**src/sv/mcss_pkg.sv**
```systemverilog
`default_nettype none

package mcss_pkg;

    localparam int TABLE_DEPTH = 2048;
    localparam int ADDR_W      = $clog2(TABLE_DEPTH);
    localparam int LIT_W       = 11;
    localparam int VC_W        = 10;
    localparam int IDX_W       = ((ADDR_W > LIT_W) ? ADDR_W : LIT_W) + 1;
    localparam int COV_W       = 31;
    localparam int RES_W       = 30;
    localparam int PROD_W      = 2 * RES_W;
    localparam int MU_W        = 31;
    localparam int REM_W       = 32;

    localparam logic [RES_W-1:0] PRIME_MOD  = 30'd1000000007;
    localparam logic [VC_W-1:0]  VC_RESET   = 10'd1;
    localparam logic [MU_W-1:0]  BARRETT_MU = 31'((64'd1 << PROD_W) / 64'd1000000007);

    localparam logic FUNC_WRITE   = 1'b0;
    localparam logic FUNC_LITERAL = 1'b1;

    typedef struct packed {
        logic valid;
        logic last;
    } beat_tag_t;

endpackage

`default_nettype wire

```
**src/sv/mcss_score.sv**
```systemverilog
`default_nettype none

module mcss_score
    import mcss_pkg::*;
(
    input  wire logic             clk,
    input  wire logic             rst_n,
    input  wire logic             adv,
    input  wire beat_tag_t        tag_in,
    input  wire logic [COV_W-1:0] x,
    output beat_tag_t             tag_out,
    output logic      [RES_W-1:0] score
);

    beat_tag_t tag_a_reg, tag_b_reg, tag_c_reg, tag_d_reg, tag_e_reg, tag_f_reg;

    logic [RES_W-1:0]    r_reg, r_next;
    logic                one_a_reg, one_b_reg, one_c_reg, one_d_reg, one_e_reg;
    logic [PROD_W-1:0]   sq_reg;
    logic [RES_W-1:0]    rb_reg;
    logic [PROD_W-1:0]   s_reg;
    logic [2*MU_W-1:0]   q2_reg;
    logic [REM_W-1:0]    slo_d_reg, slo_e_reg;
    logic [REM_W-1:0]    t_reg;
    logic [RES_W-1:0]    g_reg, g_next;

    logic [COV_W:0]      x_m1, x_m2;
    logic [REM_W-1:0]    rem, rem_m1, rem_m2;

    always_comb
    begin
        x_m1 = {1'b0, x} - (COV_W + 1)'(PRIME_MOD);
        x_m2 = {1'b0, x} - (COV_W + 1)'({PRIME_MOD, 1'b0});
        if (!x_m2[COV_W])
        begin
            r_next = x_m2[RES_W-1:0];
        end
        else if (!x_m1[COV_W])
        begin
            r_next = x_m1[RES_W-1:0];
        end
        else
        begin
            r_next = x[RES_W-1:0];
        end
    end

    always_comb
    begin
        rem    = slo_e_reg - t_reg;
        rem_m1 = rem - REM_W'(PRIME_MOD);
        rem_m2 = rem - REM_W'({PRIME_MOD, 1'b0});
        if (one_e_reg)
        begin
            g_next = '0;
        end
        else if (rem >= REM_W'({PRIME_MOD, 1'b0}))
        begin
            g_next = rem_m2[RES_W-1:0];
        end
        else if (rem >= REM_W'(PRIME_MOD))
        begin
            g_next = rem_m1[RES_W-1:0];
        end
        else
        begin
            g_next = rem[RES_W-1:0];
        end
    end

    always_ff @(posedge clk or negedge rst_n)
    begin
        if (!rst_n)
        begin
            tag_a_reg <= '0;
            tag_b_reg <= '0;
            tag_c_reg <= '0;
            tag_d_reg <= '0;
            tag_e_reg <= '0;
            tag_f_reg <= '0;
        end
        else if (adv)
        begin
            tag_a_reg <= tag_in;
            tag_b_reg <= tag_a_reg;
            tag_c_reg <= tag_b_reg;
            tag_d_reg <= tag_c_reg;
            tag_e_reg <= tag_d_reg;
            tag_f_reg <= tag_e_reg;
        end
    end

    always_ff @(posedge clk)
    begin
        if (adv)
        begin
            r_reg     <= r_next;
            one_a_reg <= (r_next == RES_W'(1));
            sq_reg    <= r_reg * r_reg;
            rb_reg    <= r_reg;
            one_b_reg <= one_a_reg;
            s_reg     <= sq_reg + PROD_W'(rb_reg) + PROD_W'(1);
            one_c_reg <= one_b_reg;
            q2_reg    <= s_reg[PROD_W-1:RES_W-1] * BARRETT_MU;
            slo_d_reg <= s_reg[REM_W-1:0];
            one_d_reg <= one_c_reg;
            t_reg     <= REM_W'(q2_reg[2*MU_W-1:RES_W+1]) * REM_W'(PRIME_MOD);
            slo_e_reg <= slo_d_reg;
            one_e_reg <= one_d_reg;
            g_reg     <= g_next;
        end
    end

    assign tag_out = tag_f_reg;
    assign score   = g_reg;

endmodule

`default_nettype wire

```
**config.mk**
```make
export PLATFORM = sky130hd
export DESIGN_NAME = mcss_score
export DESIGN_NICKNAME = d
export VERILOG_FILES = /design/src/sv/mcss_pkg.sv /design/src/sv/mcss_score.sv
export SDC_FILE = /design/constraint.sdc
export NUM_CORES = 2
export LEC_CHECK = 0
export BUFFER_PORTS_ARGS = -buffer_cell sky130_fd_sc_hd__buf_2
export CAP_MARGIN = 5
export CORE_ASPECT_RATIO = 0.5
export CORE_MARGIN = 5
export CORE_UTILIZATION = 55
export DETAILED_ROUTE_END_ITERATION = 6
export GPL_ROUTABILITY_DRIVEN = 0
export GPL_TIMING_DRIVEN = 0
export PLACE_DENSITY = 0.78
export SETUP_SLACK_MARGIN = 0.3
export SLEW_MARGIN = 30
export SYNTH_ARGS = -nofsm -noshare
export SYNTH_HDL_FRONTEND = slang
export SYNTH_SLANG_ARGS = --single-unit
```
**constraint.sdc**
```tcl
create_clock -name clk -period 10.5 [get_ports clk]
set_input_delay 1.05 -clock clk [delete_from_list [all_inputs] [get_ports clk]]
set_output_delay 1.05 -clock clk [all_outputs]
set_load 0.005 [all_outputs]
```
### After elaboration in Yosys (flattened, before gate mapping)

Cells that the tools add are included.

| cells by class | value |
|---|---|
| $add $sub $neg | 7 |
| $mul | 3 |
| order comparisons | 2 |
| equal/unequal tests | 1 |
| mux-type cells | 4 |

Operators by type and width:

| cell | count |
|---|---|
| $mux W30 | 4 |
| $add A60 B1 Y60 const B | 1 |
| $add A60 B30 Y60 | 1 |
| $mul A30 B30 Y60 | 1 |
| $sub A30 B30 Y30 const B | 2 |
| $mul A31 B28 Y59 const B | 1 |
| $ge A32 B30 Y1 const B | 1 |
| $ge A32 B31 Y1 const B | 1 |
| $mul A31 B30 Y32 const B | 1 |
| $sub A31 B30 Y32 const B | 1 |
| $sub A31 B31 Y32 const B | 1 |
| $sub A32 B32 Y32 | 1 |
| $eq A30 B1 Y1 const B | 1 |

| storage, ports and cells | value |
|---|---|
| flip-flop bits (word level) | 382 |
| input port bits | 36 |
| output and inout bits | 32 |
| word-level logic and storage cells | 43 |

### Depth between registers and ports, before layout

| depth | value |
|---|---|
| depth in word-level cells | 4 |
| mapped depth | 33 |
| mapped depth without buffers | 31 |

### Worst setup path before layout

No wires, ideal clock.

| path | value |
|---|---|
| path kind | register -> register |
| from | reg r_reg[4] |
| to | reg sq_reg[59] (data pin) |
| library setup time | 0.259 ns |
| arrival | 8.005 ns |
| required time | 10.241 ns |
| slack | 2.236 ns |
| cell stages (with the launch flop) | 30 |
| path buffers | 1 |
| clock period less this slack | 8.264 ns |
| cell sequence | edfxtp_1 -> clkbuf_1 -> and2_1 -> fa_1 -> fa_1 -> fa_1 -> inv_1 -> fa_1 -> inv_1 -> fa_1 -> inv_1 -> fa_1 -> inv_1 -> fa_1 -> inv_1 -> fa_1 -> inv_1 -> ha_1 -> a21o_1 -> a211oi_1 -> o21bai_1 -> o311ai_0 -> o211ai_1 -> a41oi_2 -> o21ai_1 -> o311ai_2 -> o21ai_1 -> a211oi_1 -> o21ai_1 -> a211o_1 |

| between the ends | value |
|---|---|
| cells in the longest elaborated chain, start to end | 1 |

RTL lines:

| item | line | RTL |
|---|---|---|
| from (decl) | mcss_score.sv:17 | `logic [RES_W-1:0] r_reg, r_next;` |
| from (signal assigned) | mcss_score.sv:97 | `r_reg <= r_next;` |
| $mul A30 B30 Y60 | mcss_score.sv:99 | `sq_reg <= r_reg * r_reg;` |
| to (signal assigned) | mcss_score.sv:99 |  |
| to (decl) | mcss_score.sv:19 | `logic [PROD_W-1:0] sq_reg;` |

Every way passes these cells.
A chain may end at the register's enable or synchronous reset.

### Worst setup path in the final report

| path | value |
|---|---|
| from | reg r_reg[8] |
| to | reg sq_reg[56] (data pin) |

The elaborated chain is that of the path after synthesis.

==> reports/qor.yml <==
status: "completed"
rows: 87
arrival_ps: 10480
core_mm2: 0.113
h-tree-depth: 2
synthFlopType: "edfxtp_1"
synthesis.yosys.warnings: 0
finalNetCount: 8201
hold_class: "in2async"
ys_types: 93
drv_cap: 0
initial_core_util: 0.554
clkTransAtPathRegs_ps: 70
post-route-min-period_ps: 10110
drtIter0Drc: 3333
reg2reg_from: "r_reg[8]$_DFFE_PP_"
wl_per_cell_um: 19.9
cts-root-buf: "clkbuf_16"
worstSetupPathType: "reg2reg"
cts.sinks: 349
synth_area_leaders: "fa_1 (37%), ha_1 (17%), edfxtp_1 (16%)"
antenna_found_initial: 11
die_y_um: 248
rrSetupSlack_ps: 390
fillCellCount: 9096
num_vias: 43046
cp-start-kind: "flip-flop"
rsz0062_at_grt: "false"
num_io_pins: 68
place_ws_ps: -375
synth_edf_count: 337
tightest_slew_ps: 1090
end_kind: "flip-flop"
synth_top_area_frac: 0.365
grt_max_degree: 100
tns_ps: 0
cts-buffers-inserted: 36
syn_area_mm2: 0.0625
avgSynthCellArea_um2: 10.3
synth_seq_cells: 349
synthArstFlopShare: 0.0344
synth_most_common_cell: "inv_1"
dieArea_mm2: 0.121
clock_latency_ps: 600
ant_nets: 0
critPathMaxFanout: 10
die_width_um: 487
syn_nets: 8076
post-synth-top-area-cell: "fa_1"
regToRegEndpoint: "sq_reg[56]$_DFFE_PP_"
via_per_inst: 5.57
dr.pass1.iters: 6
tritoncts: "yes"
holdBufCountCts: 0
grt_overflow: 0
setup_slack_ps: 393
fin_crit_sh: 0.963
relSlewSlack: 0.270
ff2ff_path_depth: 27
area_growth_pct: 6.16
port_buffers: 63
max_freq_mhz: 98.9
skew_ps: 62.8
grt.total_usage: 0.259
drv_slew: 0
grt_pass1_wl_um: 246000
final_layout_size_suffix_gt1_frac: 0.0420
syn_inst: 6057
dp_hpwl_um: 127000
drc: 0
cp_data_required_time_ps: 10870
seq_area_frac_synth: 0.167
synth_common_cells: "inv_1 (1,582), fa_1 (1,141), ha_1 (842), nand2_1 (345), edfxtp_1 (337)"
grt_pass1_vias: 45135
finalSetupViolCount: 0
hold_viol_final: 0
clockBufferDepth: 3
routed_wl_um: 154000
==> worst max-delay path, stage by stage (launching register included) <==
cell and delay (ps):
edfxtp_1 620, clkbuf_2 390, buf_2 490, nand2_1 190
fa_1 460, inv_1 80, fa_1 440, fa_1 510
inv_1 60, fa_1 480, inv_1 60, fa_1 480
fa_1 580, fa_1 450, fa_1 520, ha_1 380
and3_1 230, and2_1 170, a221oi_1 500, o221ai_1 270
nor2_1 390, o2bb2ai_1 290, o21ai_2 430, o31ai_1 180
a211oi_1 470, a21oi_1 220, or4_1 440, o2111ai_1 120
==> metal layers <==
metal	wire length, µm	vias up	track usage	share of wire
met1	62400	21288	0.351	0.41
met4	7240	4	0.101	0.047
met2	68100	1970	0.402	0.44
li1	-	19328	-	-
met3	16200	456	0.0660	0.11
met5	23	-	0	0.00015
==> cells in the final DEF (no fill, tap or decap), drive strengths merged, types with 10 or more instances in the layout <==
cell type  Yosys  routed
a2111oi       11      11
a211o         11      11
a211oi        32      32
a21o          91      91
a21oi        186     186
a31oi         34      34
and2         206     206
and3          40      40
buf           14     105
clkbuf       108     143
dfrtp         12      12
diode          0      12
edfxtp       337     337
fa          1141    1141
ha           842     842
inv         1582    1593
mux2          24      24
nand2        345     345
nand2b        33      33
nand3         57      57
nand4         26      26
nor2         216     216
nor2b         26      26
nor3          52      52
o211ai        17      17
o21a          24      24
o21ai        117     117
o21bai        20      20
o311ai        10      10
or2           18      18
or3           15      15
xnor2        173     173
xor2          80      80
==> cells by family (layout without fill, tap and decap cells) <==
| group | after synthesis | count (layout) | synth area share |
|---|---|---|---|
| xor+xnor | 253 | 253 | 0.0354 |
| fa+ha+maj | 1983 | 1983 | 0.534 |
| simple gates | 1078 | 1078 | 0.0845 |
| mux | 32 | 32 | 0.00560 |
| other cells | 1 | 13 | 0.0000600 |
| compound gates | 657 | 657 | 0.0709 |
| flops | 349 | 349 | 0.167 |
| buf+inv | 1704 | 1857 | 0.103 |
==> how the worst max path moves through the flow <==
stage	start	endpoint	slack (ps)	cells after the start
after detailed placement	r_reg[15]$_DFFE_PP_	sq_reg[56]$_DFFE_PP_	-370	27
after global routing	r_reg[8]$_DFFE_PP_	sq_reg[56]$_DFFE_PP_	300	27
after global placement	r_reg[15]$_DFFE_PP_	sq_reg[56]$_DFFE_PP_	-270	27
after floorplan	r_reg[4]$_DFFE_PP_	sq_reg[59]$_DFFE_PP_	2240	29
after CTS	r_reg[10]$_DFFE_PP_	sq_reg[59]$_DFFE_PP_	300	31
final	r_reg[8]$_DFFE_PP_	sq_reg[56]$_DFFE_PP_	390	27
==> metrics by stage <==
step	hold WS [ps]	utilization	area, µm²	cells
after floorplan	400	-	62500	6057
after global placement	400	0.574	64700	7633
final	341	0.589	66400	7735
after CTS	311	0.587	66200	7718
after global routing	337	0.588	66300	7726
after detailed placement	405	0.575	64900	7638
==> timing repair <==
| item | CTS | global route |
|---|---|---|
| setup buffers | 14 | 6 |
| pin swaps | 0 | 1 |
| endpoints found under the setup margin | 12 | 11 |
| gates resized for setup | 26 | 36 |
==> layout make-up <==
type                    instances  area, µm²  share of cell area
plain buffers                 121        539             0.00813
diodes                         12       30.0            0.000452
clock inverters                27        327             0.00492
flip-flops and latches        349      10400               0.157
inverters                    1582       5940              0.0895
clock buffers                  39        912              0.0137
well taps                    1513       1890              0.0285
repair buffers                 88        616             0.00928
multi-input cells            4004      45700               0.688
Power is left out: the tool's default activity adds up to more than one toggle a clock period on the data nets, which glitch-free logic cannot reach.
